### src/hdl/csbb_pkg.sv
`timescale 1ns / 1ps
`default_nettype none
// ----------------------------------------------------------------------------
// csbb_pkg
// Shared types and constants of the clipped sprite blitter.
// ----------------------------------------------------------------------------
package csbb_pkg;

    localparam int CSBB_MAX_SIDE = 4096;
    localparam int CSBB_QDEPTH   = 4;

    localparam int DIM_W      = 13;
    localparam int COLOR_W    = 8;
    localparam int ADDR_W     = 24;
    localparam int KEY_W      = 24;
    localparam int CFG_IDX_W  = 3;
    localparam int CFG_DATA_W = 24;

    localparam logic [COLOR_W-1:0] NIBBLE_MASK = 8'hF0;

    typedef enum logic [CFG_IDX_W-1:0] {
        REG_SRC_WIDTH  = 3'd0,
        REG_SRC_HEIGHT = 3'd1,
        REG_DST_WIDTH  = 3'd2,
        REG_DST_HEIGHT = 3'd3,
        REG_OFFSET_X   = 3'd4,
        REG_OFFSET_Y   = 3'd5,
        REG_BLEND_MODE = 3'd6,
        REG_KEY_COLOR  = 3'd7
    } t_reg_idx;

    typedef enum logic [1:0] {
        MODE_COPY       = 2'd0,
        MODE_AVERAGE    = 2'd1,
        MODE_KEY_EXACT  = 2'd2,
        MODE_KEY_NIBBLE = 2'd3
    } t_mode;

    // what the back end writes for one pixel
    typedef enum logic [1:0] {
        OP_SOURCE  = 2'd0,
        OP_UNDER   = 2'd1,
        OP_AVERAGE = 2'd2
    } t_op;

    typedef struct packed {
        logic [DIM_W-1:0] src_width;
        logic [DIM_W-1:0] src_height;
        logic [DIM_W-1:0] dst_width;
        logic [DIM_W-1:0] dst_height;
        logic [DIM_W-1:0] offset_x;
        logic [DIM_W-1:0] offset_y;
        t_mode            blend_mode;
        logic [KEY_W-1:0] key_color;
    } t_cfg;

    typedef struct packed {
        logic [COLOR_W-1:0] red;
        logic [COLOR_W-1:0] green;
        logic [COLOR_W-1:0] blue;
    } t_rgb;

    typedef struct packed {
        logic             in_bounds;
        logic             last;
        t_op              op;
        logic [DIM_W-1:0] col;
        logic [DIM_W-1:0] row;
        t_rgb             src;
        t_rgb             under;
    } t_job;

endpackage
`default_nettype wire

### src/hdl/clipped_sprite_blit_blend.sv
`timescale 1ns / 1ps
`default_nettype none
// ----------------------------------------------------------------------------
// clipped_sprite_blit_blend
// Color-keyed sprite blitter with clipping against the destination surface.
// ----------------------------------------------------------------------------
// Source pixels enter in raster order on the i_valid / o_ready channel, each
// word carrying the source color and the destination color under it. Results
// leave on the o_valid / i_ready channel: write enable, destination address,
// blended color and a flag on the last pixel of the sprite.
// Configuration is written through i_cfg_wr_en / i_cfg_index / i_cfg_wdata
// by the user while no words are in flight; the block does not enforce it.
// Throughput is one word per cycle when the output does not stall. An
// accepted word is written into the queue, then moved into the row times
// width multiply stage and then loaded through the address add and blend
// into the output register.
// Reset loads the register defaults (sizes 1, the rest 0), clears the raster
// counters and empties the pipeline. When the receiver stalls, the output
// register holds, the two back stages and the four-entry queue fill, and
// o_ready then falls until space frees up.
// ----------------------------------------------------------------------------
module clipped_sprite_blit_blend
    import csbb_pkg::*;
#(
    parameter int MAX_SIDE = CSBB_MAX_SIDE
) (
    input  wire logic                  i_clk,
    input  wire logic                  i_rst_n,
    input  wire logic                  i_cfg_wr_en,
    input  wire logic [CFG_IDX_W-1:0]  i_cfg_index,
    input  wire logic [CFG_DATA_W-1:0] i_cfg_wdata,
    input  wire logic                  i_valid,
    output logic                       o_ready,
    input  wire logic [COLOR_W-1:0]    i_src_red,
    input  wire logic [COLOR_W-1:0]    i_src_green,
    input  wire logic [COLOR_W-1:0]    i_src_blue,
    input  wire logic [COLOR_W-1:0]    i_under_red,
    input  wire logic [COLOR_W-1:0]    i_under_green,
    input  wire logic [COLOR_W-1:0]    i_under_blue,
    output logic                       o_valid,
    input  wire logic                  i_ready,
    output logic                       o_write_enable,
    output logic [ADDR_W-1:0]          o_dest_address,
    output logic [COLOR_W-1:0]         o_out_red,
    output logic [COLOR_W-1:0]         o_out_green,
    output logic [COLOR_W-1:0]         o_out_blue,
    output logic                       o_frame_last
);

    t_cfg r_cfg;
    t_rgb w_src, w_under, w_color;
    t_job w_push_job, w_pop_job;
    logic w_push, w_pop, w_q_full, w_q_empty;

    always_ff @(posedge i_clk) begin
        if (!i_rst_n) begin
            r_cfg <= '{src_width:  DIM_W'(1),
                       src_height: DIM_W'(1),
                       dst_width:  DIM_W'(1),
                       dst_height: DIM_W'(1),
                       offset_x:   '0,
                       offset_y:   '0,
                       blend_mode: MODE_COPY,
                       key_color:  '0};
        end else if (i_cfg_wr_en) begin
            unique case (t_reg_idx'(i_cfg_index))
                REG_SRC_WIDTH:  r_cfg.src_width  <= i_cfg_wdata[DIM_W-1:0];
                REG_SRC_HEIGHT: r_cfg.src_height <= i_cfg_wdata[DIM_W-1:0];
                REG_DST_WIDTH:  r_cfg.dst_width  <= i_cfg_wdata[DIM_W-1:0];
                REG_DST_HEIGHT: r_cfg.dst_height <= i_cfg_wdata[DIM_W-1:0];
                REG_OFFSET_X:   r_cfg.offset_x   <= i_cfg_wdata[DIM_W-1:0];
                REG_OFFSET_Y:   r_cfg.offset_y   <= i_cfg_wdata[DIM_W-1:0];
                REG_BLEND_MODE: r_cfg.blend_mode <= t_mode'(i_cfg_wdata[1:0]);
                REG_KEY_COLOR:  r_cfg.key_color  <= i_cfg_wdata[KEY_W-1:0];
                default: ;
            endcase
        end
    end

    assign w_src   = '{red: i_src_red, green: i_src_green, blue: i_src_blue};
    assign w_under = '{red: i_under_red, green: i_under_green, blue: i_under_blue};

    csbb_front #(
        .MAX_SIDE (MAX_SIDE)
    ) u_front (
        .i_clk    (i_clk),
        .i_rst_n  (i_rst_n),
        .i_cfg    (r_cfg),
        .i_valid  (i_valid),
        .o_ready  (o_ready),
        .i_src    (w_src),
        .i_under  (w_under),
        .i_q_full (w_q_full),
        .o_push   (w_push),
        .o_job    (w_push_job)
    );

    csbb_queue #(
        .WIDTH ($bits(t_job)),
        .DEPTH (CSBB_QDEPTH)
    ) u_queue (
        .i_clk   (i_clk),
        .i_rst_n (i_rst_n),
        .i_push  (w_push),
        .i_data  (w_push_job),
        .o_full  (w_q_full),
        .i_pop   (w_pop),
        .o_data  (w_pop_job),
        .o_empty (w_q_empty)
    );

    csbb_back u_back (
        .i_clk          (i_clk),
        .i_rst_n        (i_rst_n),
        .i_dst_width    (r_cfg.dst_width),
        .i_q_empty      (w_q_empty),
        .o_pop          (w_pop),
        .i_job          (w_pop_job),
        .o_valid        (o_valid),
        .i_ready        (i_ready),
        .o_write_enable (o_write_enable),
        .o_dest_address (o_dest_address),
        .o_color        (w_color),
        .o_frame_last   (o_frame_last)
    );

    assign o_out_red   = w_color.red;
    assign o_out_green = w_color.green;
    assign o_out_blue  = w_color.blue;

endmodule
`default_nettype wire

### src/hdl/csbb_front.sv
`timescale 1ns / 1ps
`default_nettype none
// ----------------------------------------------------------------------------
// csbb_front
// Raster counters, clipping and blend classification of incoming pixels.
// ----------------------------------------------------------------------------
module csbb_front
    import csbb_pkg::*;
#(
    parameter int MAX_SIDE = CSBB_MAX_SIDE
) (
    input  wire logic i_clk,
    input  wire logic i_rst_n,
    input  wire t_cfg i_cfg,
    input  wire logic i_valid,
    output logic      o_ready,
    input  wire t_rgb i_src,
    input  wire t_rgb i_under,
    input  wire logic i_q_full,
    output logic      o_push,
    output t_job      o_job
);

    localparam int CW = $clog2(MAX_SIDE);
    localparam int SW = (CW + 1 > DIM_W) ? CW + 1 : DIM_W;
    localparam int PW = SW + 1;

    logic [CW-1:0] r_col, n_col;
    logic [CW-1:0] r_row, n_row;

    logic [SW-1:0] w_sw, w_sh, w_col_inc, w_row_inc;
    logic          w_last_col, w_last_row;
    logic signed [PW-1:0] w_px, w_py;
    logic          w_inside, w_key_exact, w_key_nibble, w_accept;
    t_rgb          w_key;
    t_op           w_op;

    // source size: zero acts as one, above the maximum acts as the maximum
    always_comb begin
        w_sw = SW'(i_cfg.src_width);
        if (w_sw == '0) begin
            w_sw = SW'(1);
        end else if (w_sw > SW'(MAX_SIDE)) begin
            w_sw = SW'(MAX_SIDE);
        end
        w_sh = SW'(i_cfg.src_height);
        if (w_sh == '0) begin
            w_sh = SW'(1);
        end else if (w_sh > SW'(MAX_SIDE)) begin
            w_sh = SW'(MAX_SIDE);
        end
    end

    assign w_col_inc  = SW'(r_col) + SW'(1);
    assign w_row_inc  = SW'(r_row) + SW'(1);
    assign w_last_col = (w_col_inc >= w_sw);
    assign w_last_row = (w_row_inc >= w_sh);

    assign w_px = PW'($signed(i_cfg.offset_x)) + PW'($signed({1'b0, r_col}));
    assign w_py = PW'($signed(i_cfg.offset_y)) + PW'($signed({1'b0, r_row}));

    assign w_inside = !w_px[PW-1] && !w_py[PW-1]
                   && (w_px[PW-2:0] < (PW-1)'(i_cfg.dst_width))
                   && (w_py[PW-2:0] < (PW-1)'(i_cfg.dst_height));

    assign w_key = i_cfg.key_color;

    assign w_key_exact = (i_src == w_key);
    assign w_key_nibble = ((i_src.red & NIBBLE_MASK) == (w_key.red & NIBBLE_MASK))
                       && ((i_src.green & NIBBLE_MASK) == (w_key.green & NIBBLE_MASK))
                       && ((i_src.blue & NIBBLE_MASK) == (w_key.blue & NIBBLE_MASK));

    always_comb begin
        unique case (i_cfg.blend_mode)
            MODE_AVERAGE:    w_op = OP_AVERAGE;
            MODE_KEY_EXACT:  w_op = w_key_exact ? OP_UNDER : OP_SOURCE;
            MODE_KEY_NIBBLE: w_op = w_key_nibble ? OP_UNDER : OP_SOURCE;
            default:         w_op = OP_SOURCE;
        endcase
    end

    assign o_ready  = !i_q_full;
    assign w_accept = i_valid && !i_q_full;
    assign o_push   = w_accept;

    always_comb begin
        o_job           = '0;
        o_job.in_bounds = w_inside;
        o_job.last      = w_last_col && w_last_row;
        o_job.op        = w_op;
        o_job.col       = w_px[DIM_W-1:0];
        o_job.row       = w_py[DIM_W-1:0];
        o_job.src       = i_src;
        o_job.under     = i_under;
    end

    always_comb begin
        n_col = r_col;
        n_row = r_row;
        if (w_accept) begin
            if (w_last_col) begin
                n_col = '0;
                n_row = w_last_row ? '0 : w_row_inc[CW-1:0];
            end else begin
                n_col = w_col_inc[CW-1:0];
            end
        end
    end

    always_ff @(posedge i_clk) begin
        if (!i_rst_n) begin
            r_col <= '0;
            r_row <= '0;
        end else begin
            r_col <= n_col;
            r_row <= n_row;
        end
    end

endmodule
`default_nettype wire

### src/hdl/csbb_queue.sv
`timescale 1ns / 1ps
`default_nettype none
// ----------------------------------------------------------------------------
// csbb_queue
// Small register queue between the front and the back of the blitter.
// ----------------------------------------------------------------------------
module csbb_queue #(
    parameter int WIDTH = 8,
    parameter int DEPTH = 4
) (
    input  wire logic             i_clk,
    input  wire logic             i_rst_n,
    input  wire logic             i_push,
    input  wire logic [WIDTH-1:0] i_data,
    output logic                  o_full,
    input  wire logic             i_pop,
    output logic      [WIDTH-1:0] o_data,
    output logic                  o_empty
);

    localparam int AW = $clog2(DEPTH);

    logic [WIDTH-1:0] r_mem [DEPTH];
    logic [AW-1:0]    r_wr, r_rd;
    logic [AW:0]      r_count, n_count;
    logic             w_do_push, w_do_pop;

    assign o_full    = (r_count == (AW+1)'(DEPTH));
    assign o_empty   = (r_count == '0);
    assign w_do_push = i_push && !o_full;
    assign w_do_pop  = i_pop && !o_empty;
    assign o_data    = r_mem[r_rd];

    always_comb begin
        n_count = r_count;
        if (w_do_push && !w_do_pop) begin
            n_count = r_count + (AW+1)'(1);
        end else if (w_do_pop && !w_do_push) begin
            n_count = r_count - (AW+1)'(1);
        end
    end

    always_ff @(posedge i_clk) begin
        if (!i_rst_n) begin
            r_wr    <= '0;
            r_rd    <= '0;
            r_count <= '0;
        end else begin
            r_count <= n_count;
            if (w_do_push) begin
                r_wr <= r_wr + AW'(1);
            end
            if (w_do_pop) begin
                r_rd <= r_rd + AW'(1);
            end
        end
    end

    always_ff @(posedge i_clk) begin
        if (w_do_push) begin
            r_mem[r_wr] <= i_data;
        end
    end

endmodule
`default_nettype wire

### src/hdl/csbb_back.sv
`timescale 1ns / 1ps
`default_nettype none
// ----------------------------------------------------------------------------
// csbb_back
// Address multiply, color blend and output register of the blitter.
// ----------------------------------------------------------------------------
module csbb_back
    import csbb_pkg::*;
(
    input  wire logic             i_clk,
    input  wire logic             i_rst_n,
    input  wire logic [DIM_W-1:0] i_dst_width,
    input  wire logic             i_q_empty,
    output logic                  o_pop,
    input  wire t_job             i_job,
    output logic                  o_valid,
    input  wire logic             i_ready,
    output logic                  o_write_enable,
    output logic     [ADDR_W-1:0] o_dest_address,
    output t_rgb                  o_color,
    output logic                  o_frame_last
);

    function automatic logic [COLOR_W-1:0] blend(input t_op op,
                                                 input logic [COLOR_W-1:0] s,
                                                 input logic [COLOR_W-1:0] d);
        logic [COLOR_W:0] sum;
        logic [COLOR_W-1:0] res;
        sum = {1'b0, s} + {1'b0, d} + (COLOR_W+1)'(1);
        case (op)
            OP_AVERAGE: res = sum[COLOR_W:1];
            OP_UNDER:   res = d;
            default:    res = s;
        endcase
        return res;
    endfunction

    logic                r_s1_v;
    t_job                r_s1_job;
    logic [ADDR_W-1:0]   r_s1_prod;
    logic [2*DIM_W-1:0]  w_prod;
    logic                w_s1_open, w_s2_open;
    logic [ADDR_W-1:0]   w_addr;
    t_rgb                w_color;

    assign w_s2_open = !o_valid || i_ready;
    assign w_s1_open = !r_s1_v || w_s2_open;
    assign o_pop     = w_s1_open && !i_q_empty;

    assign w_prod = i_job.row * i_dst_width;
    assign w_addr = r_s1_prod + ADDR_W'(r_s1_job.col);

    always_comb begin
        w_color.red   = blend(r_s1_job.op, r_s1_job.src.red,   r_s1_job.under.red);
        w_color.green = blend(r_s1_job.op, r_s1_job.src.green, r_s1_job.under.green);
        w_color.blue  = blend(r_s1_job.op, r_s1_job.src.blue,  r_s1_job.under.blue);
    end

    always_ff @(posedge i_clk) begin
        if (!i_rst_n) begin
            r_s1_v  <= 1'b0;
            o_valid <= 1'b0;
        end else begin
            if (w_s1_open) begin
                r_s1_v <= !i_q_empty;
            end
            if (w_s2_open) begin
                o_valid <= r_s1_v;
            end
        end
    end

    always_ff @(posedge i_clk) begin
        if (w_s1_open) begin
            r_s1_job  <= i_job;
            r_s1_prod <= w_prod[ADDR_W-1:0];
        end
        if (w_s2_open) begin
            o_write_enable <= r_s1_job.in_bounds;
            o_frame_last   <= r_s1_job.last;
            // clipped pixels carry zero address and color
            o_dest_address <= r_s1_job.in_bounds ? w_addr : '0;
            o_color        <= r_s1_job.in_bounds ? w_color : '0;
        end
    end

endmodule
`default_nettype wire

### config.mk
export PLATFORM = sky130hd
export DESIGN_NAME = clipped_sprite_blit_blend
export DESIGN_NICKNAME = d
export VERILOG_FILES = /design/src/hdl/csbb_pkg.sv /design/src/hdl/clipped_sprite_blit_blend.sv /design/src/hdl/csbb_front.sv /design/src/hdl/csbb_queue.sv /design/src/hdl/csbb_back.sv
export SDC_FILE = /design/constraint.sdc
export NUM_CORES = 1
export LEC_CHECK = 0
export BUFFER_PORTS_ARGS = -buffer_cell sky130_fd_sc_hd__buf_2
export CORE_ASPECT_RATIO = 0.8
export CORE_MARGIN = 2
export CORE_UTILIZATION = 40
export DETAILED_ROUTE_END_ITERATION = 16
export GPL_TIMING_DRIVEN = 0
export RECOVER_POWER = 25
export SYNTH_ARGS = -nofsm -noshare
export SYNTH_HDL_FRONTEND = slang
export SYNTH_SLANG_ARGS = --single-unit
### constraint.sdc
create_clock -name i_clk -period 5.5 [get_ports i_clk]
set_input_delay 0.55 -clock i_clk [delete_from_list [all_inputs] [get_ports i_clk]]
set_output_delay 0.55 -clock i_clk [all_outputs]
set_load 0.03 [all_outputs]
; Word-level counts from Yosys, hierarchy flattened
; Memory sizes are Yosys's and may differ from the RTL's. A register that Yosys moved wholly into a read port is not among the register bits.
; Index checks and enable logic that the tools add are counted.
[word_totals]
ff_bits = 276
ramBits = 312
in_bits = 80
out_inout_bits = 52
word_cells = 126
n_memories = 1
[classes]
add_sub_neg = 15
mul = 1
n_lt_le_gt_ge = 6
n_eq_ne = 17
mux = 18
n_reduce_logical = 36
[memory_table]
columns = memory, depth, width, rd, rd_clocked_by_memory_dff, write_ports, line
row1 = u_queue.r_mem, 4, 78, 1, 1, 1, csbb_queue.sv:23  ; logic [WIDTH-1:0] r_mem [DEPTH];
[ops]
columns = cell, count
row1 = 13-bit 2-to-1 mux, 4
row2 = 8-bit one-hot mux with 2 select lines, 3
row3 = 13-bit by 13-bit adder with 14-bit output, 2
row4 = 8-bit by 8-bit adder with 9-bit output, 3
row5 = 9-bit by 1-bit adder with 9-bit output (second input constant), 3
row6 = 12-bit by 1-bit adder with 13-bit output (second input constant), 2
row7 = 13-bit >= comparator, 2
row8 = 13-bit > comparator (second input constant), 2
row9 = 13-bit zero test, 2
row10 = 13-bit < comparator, 2
row11 = 24-bit by 13-bit adder with 24-bit output, 1
row12 = 24-bit equality test, 1
row13 = 13-bit by 13-bit multiplier with 24-bit output, 1
row14 = 12-bit 2-to-1 mux, 2
row15 = 2-bit AND reduction, 9
row16 = 3-bit equality test (second input constant), 5
row17 = 4-bit equality test, 3
row18 = 1-bit logical AND, 12
row19 = 1-bit zero test, 8
row20 = 2-bit equality test (second input constant), 3
row21 = 3-bit by 2-bit equality test with 1-bit output (second input constant), 2
row22 = 3-bit zero test, 2
row23 = 3-bit 2-to-1 mux, 2
row24 = 2-bit one-hot mux with 3 select lines, 1
row25 = other kinds (9), 16

; Longest topological paths before layout
; Gate-level depths: netlist of the first run.
[depth]
ltp_word = 8
ltp_mapped = 23
mapped_depth_nobuf = 20

; Modules after synthesis
; From an unflattened synthesis of the first run, not the netlist that was laid out.
[unflattened]
cells_unflattened = 2627
area_unflattened_um2 = 32373.5
[by_module_without_submodules]
columns = module, n_inst, cells_each, area_per_inst_um2, seq_area_each_um2
row1 = csbb_back, 1, 1188, 12235.5, 4214.0
row2 = csbb_queue, 1, 456, 11745.0, 9549.2
row3 = csbb_front, 1, 608, 4545.6, 480.5
row4 = clipped_sprite_blit_blend, 1, 375, 3847.4, 2082.0

; Least setup slack after synthesis of the first run
; No wires, ideal clock.
[synth_timing]
path_kind = reg-to-reg
start = register with a tool-made name
end = register u_back.r_s1_prod[22], data pin
setup_ns = 0.258
arrival_time_ns = 5.626
required_ns = 5.242
setup_slack_ns = -0.384
stages_incl_launch_ff = 21
n_path_buf = 3
path_cell_list = dfxtp_1 -> buf_4 -> buf_4 -> mux4_2 -> clkbuf_1 -> and2_1 -> fa_1 -> fa_1 -> fa_1 -> fa_1 -> inv_1 -> fa_1 -> inv_1 -> ha_1 -> and3_1 -> o2111ai_1 -> a21oi_1 -> o31ai_1 -> o21ai_1 -> a21oi_1 -> xnor2_1
[synth_rtl]
columns = element, line
row1 = "end signal, assigned", csbb_back.sv:76  ; r_s1_prod <= w_prod[ADDR_W-1:0];
row2 = "end, declared", csbb_back.sv:40  ; logic [ADDR_W-1:0] r_s1_prod;

==> results of run 1 <==
routing by layer:
layer | global-route usage [%] | vias to the layer above | part of all wire, %
met4 | 5.07 | 4 | 2.1
met1 | 30.0 | 10400 | 46
li1 | - | 9576 | -
met3 | 4.24 | 123 | 7.8
met5 | 0 | - | 0.032
met2 | 30.1 | 718 | 44
cells by family (layout without fill, tap and decap cells):
logic type / Yosys count / count (layout) / synth area share, %
buffers and inverters: 315 / 602 / 3.84
and+or+nand+nor: 763 / 763 / 11.4
muxes: 88 / 88 / 5.92
adders and majority gates: 306 / 306 / 15.2
DFF: 590 / 590 / 52.0
other: 0 / 4 / 0
AOI/OAI and AO/OA: 397 / 397 / 8.66
xor gates and xnor gates: 106 / 106 / 2.96
worst max path at each step:
stage	end	slack [ns]	cells past startpoint	from
global route	u_back.r_s1_prod[23]$_DFFE_PN_	-0.45	21	register
floorplan	u_back.r_s1_prod[23]$_DFFE_PN_	0.001	20	register
CTS	u_back.r_s1_prod[23]$_DFFE_PN_	-0.36	21	register
detailed placement	u_back.r_s1_prod[23]$_DFFE_PN_	-0.87	19	register
global placement	u_back.r_s1_prod[23]$_DFFE_PN_	-0.93	19	register
finish	u_back.r_s1_prod[23]$_DFFE_PN_	-0.34	21	register
power groups by stage:
stage | clock network (mW) | registers [mW] | logic (mW)
after global placement | 0 | 6.33 | 5.11
after floorplan | 0 | 6.40 | 3.44
after global routing | 4.36 | 6.30 | 6.30
final | 4.11 | 6.23 | 5.78
after detailed placement | 0 | 6.31 | 5.26
after CTS | 4.20 | 6.22 | 5.62
sequential cells by signal (all words and copies together) (netlist names), named ones only:
| name | count |
|---|---|
| u_queue.r_count | 3 |
| u_queue.r_rd | 2 |
| u_back.o_valid | 1 |
| u_back.o_write_enable | 1 |
| u_queue.r_wr | 2 |
| u_back.r_s1_v | 1 |
| u_back.r_s1_prod | 24 |
| u_back.o_color | 24 |
| u_front.r_col | 12 |
| u_back.o_dest_address | 24 |
| u_front.r_row | 12 |
| r_cfg | 104 |
| u_back.o_frame_last | 1 |
| u_back.r_s1_job | 65 |
| u_queue.r_mem | 312 |
per-stage QoR:
step	instance area (um^2)	hold slack, ns	power, mW	TNS, ns	std cells
final	36400	0.173	16.1	-2.33	3879
after detailed placement	33600	0.423	11.6	-8.36	3721
after floorplan	31500	0.400	9.83	0	2565
after CTS	36200	0.0838	16.0	-1.89	3861
after global routing	36400	0.155	17.0	-3.70	3878
after global placement	33400	0.417	11.4	-8.75	3715
critical path, cell delays in order, from the launching register on:
cell and delay (ns):
dfxtp_2 0.34, buf_12 0.12, buf_12 0.11, mux4_2 0.60, buf_8 0.17, buf_6 0.11, buf_12 0.13, nand2_4 0.06
fa_1 0.46, fa_2 0.39, fa_1 0.60, fa_2 0.47, fa_2 0.55, inv_2 0.04, ha_4 0.21, o21a_1 0.19
o21a_1 0.21, nand4_1 0.19, nand4_1 0.15, a31o_2 0.24, a21oi_2 0.12, xnor2_1 0.09
placed cells by master, fill, tap and decap left out, types with 12 or more instances in the layout:
master     Yosys  layout
and2_1        93      81
nand4_1       15      15
and3_1        24      19
fa_1         127     119
a21boi_0     120     120
a21o_1        19      19
nand2b_1      19      18
buf_6          0      13
a31oi_1       16      14
nand3_1       48      48
edfxtp_1     451     451
clkbuf_1      86     134
a21oi_1       76      65
o21a_1        16      15
nand2_1      401     394
clkbuf_16      0      58
dfxtp_1      139     137
buf_4          2      37
inv_1        212     196
inv_2          0      16
nor2_1        68      67
nor3_1        27      25
a221oi_1      12      12
nor2b_1       23      22
xor2_1        47      47
o21ai_0       58      50
buf_2         11      87
clkinv_1       1      12
mux4_2        78      78
xnor2_1       59      58
a211oi_1      17      15
ha_1         179     167
what timing repair did:
action,CTS,global route
setup buffers,34,17
pin swaps,61,58
setup endpoints to repair,15,14
gates cloned,1,0
resized for setup,79,62
area by class of cell:
| type | instances | area [um^2] |
|---|---|---|
| clock buffer | 75 | 1590 |
| tap | 1023 | 1280 |
| inverter | 213 | 800 |
| sequential | 590 | 16300 |
| fill | 6933 | 41000 |
| multi-input combinational | 1660 | 14300 |
| buffer | 99 | 520 |
| timing repair buffer | 182 | 1150 |
| antenna | 4 | 10.0 |
| clock inverter | 33 | 392 |
==> summary.md, run 1 <==
| Metric | Value |
|---|---|
| Status | `complete, but fails checks` |
| Violated checks | `setup timing` |
| Full die area | `80700 um^2` |
| Clk root buf | `clkbuf_16` |
| Wire per inst | `21.2 um` |
| Synthesized Nets | `2951` |
| Top cell type's share of synthesized area | `43.2%` |
| Req. time, crit path | `5.85 ns` |
| Synthesis Warnings | `0` |
| Via Count | `20800` |
| Comb power frac | `35.8%` |
| Setup ws final | `-0.343 ns` |
| GRT Total Usage | `20.2%` |
| CP Capture Type | `register` |
| Syn Area/Cell | `12.2 um^2` |
| Worst Path Arrival | `6.19 ns` |
| R2R Path End | `u_back.r_s1_prod[23]$_DFFE_PN_` |
| Gate count of the mapped netlist | `2565` |
| Total gr overflow | `0` |
| Worst Hold Class | `primary input to register` |
| Vias in the first global route | `20800` |
| Clock power frac | `25.5%` |
| DR vias/cell | `5.36` |
| Worst-margin pin slew | `1.03 ns` |
| Starting Density | `40.5%` |
| First-pass GRT wire length | `123 mm` |
| Max Slew Vio Count | `0` |
| Core region area | `77400 um^2` |
| Port Buf Inserts | `127` |
| Area leader, netlist | `edfxtp_1` |
| Shortest period the worst path allows | `5.84 ns` |
| Mapped Area | `31400 um^2` |
| CP Max Fanout | `8` |
| Pin count of the biggest net entering global routing | `62` |
| Clock tree from TritonCTS | `built` |
| Layout area overhead | `16.0%` |
| Pint | `10.5 mW` |
| Achievable clock frequency | `171 MHz` |
| HP Start | `i_under_blue[4]` |
| Clock Latency Late Sink | `0.64 ns` |
| Worst rel slew slack | `31.4%` |
| RSZ-0062 raised after global routing | `true` |
| Antenna viol nets, final | `0` |
| H-tree depth | `2` |
| Synth Register Bits | `590` |
| Initial antenna violation count | `9` |
| DIE WIDTH | `317 um` |
| Reg power frac | `38.7%` |
| R2R Setup Slk | `-0.34 ns` |
| Worst Hold Depth | `1` |
| Top-count cell post-synth | `edfxtp_1` |
| Clock Path Buffers | `3` |
| CTS buffer count | `57` |
| Worst vdd ir | `0.282 mV` |
| Drt pass-1 iters | `5` |
| Routed WL | `82.3 mm` |
| PwrDens | `443 nW/um^2` |
| Row Count | `91` |
| FFs w/ async S/R, synth | `0%` |
| Seq/Total Area, Yosys | `52.0%` |
| Count of cell types in the netlist | `73` |
| Most used DFF post-synth | `edfxtp_1` |
| Routability congestion estimate | `0.904` |
| First DRT Iteration DRCs | `1882` |
| EDFF count, synth | `451` |
| Psw | `5.60 mW` |
| Final Util | `47.0%` |
| WHS Endpoint | `u_queue.r_mem[0][4]$_DFFE_PP_` |
| Crit Path Class | `register to register` |
| Share of layout cells above drive strength 1 | `15.1%` |
| Die H | `255 um` |
| CTS hold repair buffers | `0` |
| Clock Sinks | `590` |
| Nets | `3189` |
| Synth area leaders | `edfxtp_1, dfxtp_1, fa_1` |
| Net Sw Frac | `34.7%` |
| Max_cap viols | `0` |
| Detailed placement HPWL | `59.3 mm` |
| Fin. Hold Viols | `0` |
| Worst setup SP type | `register` |
| Clk pin slew, worst setup/hold paths | `0.06 ns` |
| Final setup viols | `12` |
| Fin crit share | `106%` |
| I/O pin cnt | `132` |
| R2R depth | `21` |
| Residual DRC | `0` |
| Pleak | `13.9 nW` |
| Pre-CTS setup slack | `-0.871 ns` |
| Most common library cells after synthesis | `edfxtp_1, nand2_1, inv_1` |
| Final Skew | `0.0313 ns` |
Note: power is estimated with default switching activity, not from simulation.
==> run 2: changes to the inputs <==
--- a/config.mk
+++ b/config.mk
@@ -11,7 +11,7 @@
 export CORE_UTILIZATION = 40
 export DETAILED_ROUTE_END_ITERATION = 16
 export GPL_TIMING_DRIVEN = 0
-export RECOVER_POWER = 25
+export SLEW_MARGIN = 20
 export SYNTH_ARGS = -nofsm -noshare
 export SYNTH_HDL_FRONTEND = slang
 export SYNTH_SLANG_ARGS = --single-unit
==> run 2 against run 1 <==
First-iteration DRC count is 11% lower. Sequential share of layout area barely moved. Flip-flop and latch count did not move. Highest routed layer is now met4. Clock power is 1% higher. Critical endpoint unchanged. Critical path type unchanged. Hold slack worse by 0.072 ns. Wire length is 0.16% higher. Combinational power down 0.7%. Core utilization hardly changed. Global-route usage up 0.18 points. The run still ends with setup timing left.
==> summary.md, run 2 (synthesized netlist as in run 1, its figures left out) <==
| Metric | Value |
|---|---|
| Final hold slack | `0.101 ns (was 0.173 ns)` |
| Final setup viols | `10 (was 12)` |
| Max Slew Vio Count | `0 (unchanged)` |
| Setup ws final | `-0.287 ns (was -0.343 ns)` |
| Non-Filler Instances | `3872 (was 3879)` |
| CP Max Fanout | `8 (unchanged)` |
| Net Sw Frac | `35.1% (was 34.7%)` |
| Port Buf Inserts | `127 (unchanged)` |
| Achievable clock frequency | `173 MHz (was 171 MHz)` |
| Setup TNS | `-1.43 ns (was -2.33 ns)` |
| Worst path bufs/invs | `6 (unchanged)` |
| Row Count | `91 (unchanged)` |
| Psw | `5.67 mW (was 5.60 mW)` |
| Layout area overhead | `16.0% (about the same)` |
| Total gr overflow | `0 (unchanged)` |
| Cell mode on critical path | `fa_1` |
| Clock power frac | `25.8% (was 25.5%)` |
| Pint | `10.5 mW (about the same)` |
| Violated checks | `setup timing (unchanged)` |
| Worst Path Arrival | `6.17 ns (was 6.19 ns)` |
| Full die area | `80700 um^2 (unchanged)` |
| Max layer used | `met4 (was met5)` |
| Delay-heaviest family, CP | `adder cells (unchanged)` |
| Clk pin slew, worst setup/hold paths | `0.07 ns (was 0.06 ns)` |
| Clock Latency Late Sink | `0.65 ns (was 0.64 ns)` |
| Shortest period the worst path allows | `5.79 ns (was 5.84 ns)` |
| Dpl cells | `3722 (was 3721)` |
| Critical-path top delay cell | `mux4_2 (unchanged)` |
| Share of layout cells above drive strength 1 | `16.9% (was 15.1%)` |
| Clock Sinks | `590 (unchanged)` |
| I/O pin cnt | `132 (unchanged)` |
| Clock tree from TritonCTS | `built (unchanged)` |
| Critical Path, Cell by Cell | `buf_8, buf_12, mux4_2, clkbuf_8, buf_6, nand2_1, fa_1, fa_1, fa_1, fa_1, fa_1, inv_2, ha_4, o21a_1, o21a_1, nand4_1, buf_4, nand4_1, a31o_2, a21oi_2, xnor2_2 (was buf_12, buf_12, mux4_2, buf_8, buf_6, buf_12, nand2_4, fa_1, fa_2, fa_1, fa_2, fa_2, inv_2, ha_4, o21a_1, o21a_1, nand4_1, nand4_1, a31o_2, a21oi_2, xnor2_1)` |
| DIE WIDTH | `317 um (unchanged)` |
| Worst setup SP type | `register (unchanged)` |
| Met2 WL | `36.0 mm (about the same)` |
| Final Skew | `0.0331 ns (was 0.0313 ns)` |
| Clk root buf | `clkbuf_16 (unchanged)` |
| Core region area | `77400 um^2 (unchanged)` |
| Antenna viol nets, final | `0 (unchanged)` |
| Residual DRC | `0 (unchanged)` |
| Worst Hold Class | `primary input to register (unchanged)` |
| DR vias/cell | `5.41 (was 5.36)` |
| Routed WL | `82.4 mm (was 82.3 mm)` |
| Wire per inst | `21.3 um (was 21.2 um)` |
| Fin. Hold Viols | `0 (unchanged)` |
| Comb power frac | `35.6% (was 35.8%)` |
| Pin count of the biggest net entering global routing | `55 (was 62)` |
| Top flop regs | `u_queue.r_mem: 312 flops, r_cfg: 104 flops, u_back.r_s1_job: 65 flops (unchanged)` |
| First DRT Iteration DRCs | `1666 (was 1882)` |
| PwrDens | `444 nW/um^2 (was 443 nW/um^2)` |
| Pwr Total | `16.1 mW (about the same)` |
| GRT Total Usage | `20.4% (was 20.2%)` |
| Worst-margin pin slew | `0.954 ns (was 1.03 ns)` |
| Fill cells | `6894 (was 6933)` |
| Placed cell area | `33600 um^2 (about the same)` |
| CP Capture Type | `register (unchanged)` |
| CTS buffer count | `58 (was 57)` |
| Commonest non-fill, non-tap cell in the layout | `edfxtp_1 (unchanged)` |
| Die H | `255 um (unchanged)` |
| Fin area | `36400 um^2 (about the same)` |
| Met3 WL | `5.57 mm (was 6.44 mm)` |
| Most frequent cells in the layout | `edfxtp_1, nand2_1, inv_1, ha_1, buf_2 (was edfxtp_1, nand2_1, inv_1, ha_1, dfxtp_1)` |
| Number of flip-flops in the largest register | `312 (unchanged)` |
| Detailed placement HPWL | `59.4 mm (was 59.3 mm)` |
| Nets | `3184 (was 3189)` |
| Fin crit share | `105% (was 106%)` |
| Drt pass-1 iters | `5 (unchanged)` |
| First-pass GRT wire length | `125 mm (was 123 mm)` |
| Req. time, crit path | `5.88 ns (was 5.85 ns)` |
| Crit Path Class | `register to register (unchanged)` |
| Vias in the first global route | `21000 (was 20800)` |
| Max_cap viols | `0 (unchanged)` |
| Largest reg by FF count | `u_queue.r_mem (unchanged)` |
| Reg power frac | `38.6% (was 38.7%)` |
| Via Count | `20900 (was 20800)` |
| Routability congestion estimate | `0.904 (unchanged)` |
| Clock Path Buffers | `3 (unchanged)` |
| RSZ-0062 raised after global routing | `true (unchanged)` |
| Initial antenna violation count | `1 (was 9)` |
| Worst vdd ir | `0.352 mV (was 0.282 mV)` |
| Pleak | `14.1 nW (was 13.9 nW)` |
| Status | `complete, but fails checks (unchanged)` |
| M1 WL | `39.2 mm (was 38.1 mm)` |
| Slowest cell delay on critical path | `0.61 ns (was 0.60 ns)` |
| Worst rel slew slack | `36.4% (was 31.4%)` |
| H-tree depth | `2 (unchanged)` |
| Pre-CTS setup slack | `-0.914 ns (was -0.871 ns)` |
| Final Util | `47.0% (about the same)` |
| Starting Density | `40.5% (unchanged)` |
run 2: per-layer routing:
layer / track usage [%] / up-vias
met5: 0 / -
met4: 4.36 / 0
met3: 3.43 / 130
met2: 30.1 / 678
met1: 31.3 / 10600
li1: - / 9568
run 2: final timing paths:
| path | from | end | slack [ns] | cells past startpoint |
|---|---|---|---|---|
| max reg2reg | register | u_back.r_s1_prod[23]$_DFFE_PN_ | -0.29 | 21 |
| min | i_under_red[3] | u_queue.r_mem[2][19]$_DFFE_PP_ | 0.10 | 1 |
| max | register | u_back.r_s1_prod[23]$_DFFE_PN_ | -0.29 | 21 |
| min reg2reg | u_back.r_s1_job[76]$_DFFE_PN_ | u_back.o_frame_last$_DFFE_PP_ | 0.43 | 0 |
run 2: cell type report:
class | count | area (um^2) | share of cell area, %
buffer | 100 | 507 | 1.39
sequential | 590 | 16300 | 44.9
multi-input combinational | 1660 | 14300 | 39.3
clock inverter | 43 | 467 | 1.28
tap | 1023 | 1280 | 3.52
antenna | 1 | 2.50 | 0.00688
timing repair buffer | 175 | 1200 | 3.29
clock buffer | 67 | 1530 | 4.19
inverter | 213 | 800 | 2.20
run 2: timing repair:
item | 4_1_cts | 5_1_grt
pin swaps | 71 | 57
hold buffers | 0 | 0
endpoints found under the hold margin | 0 | 0
gates resized for setup | 74 | 42
gates cloned | 2 | 0
setup endpoints to repair | 15 | 13
buffers inserted | 33 | 8
run 2: power by group through the flow:
stage | combinational (mW) | sequential, mW | clock [mW]
after floorplan | 3.44 | 6.40 | 0
after global placement | 5.11 | 6.33 | 0
after detailed placement | 5.27 | 6.31 | 0
after CTS | 5.65 | 6.22 | 4.25
after global routing | 6.26 | 6.29 | 4.42
final | 5.74 | 6.23 | 4.17
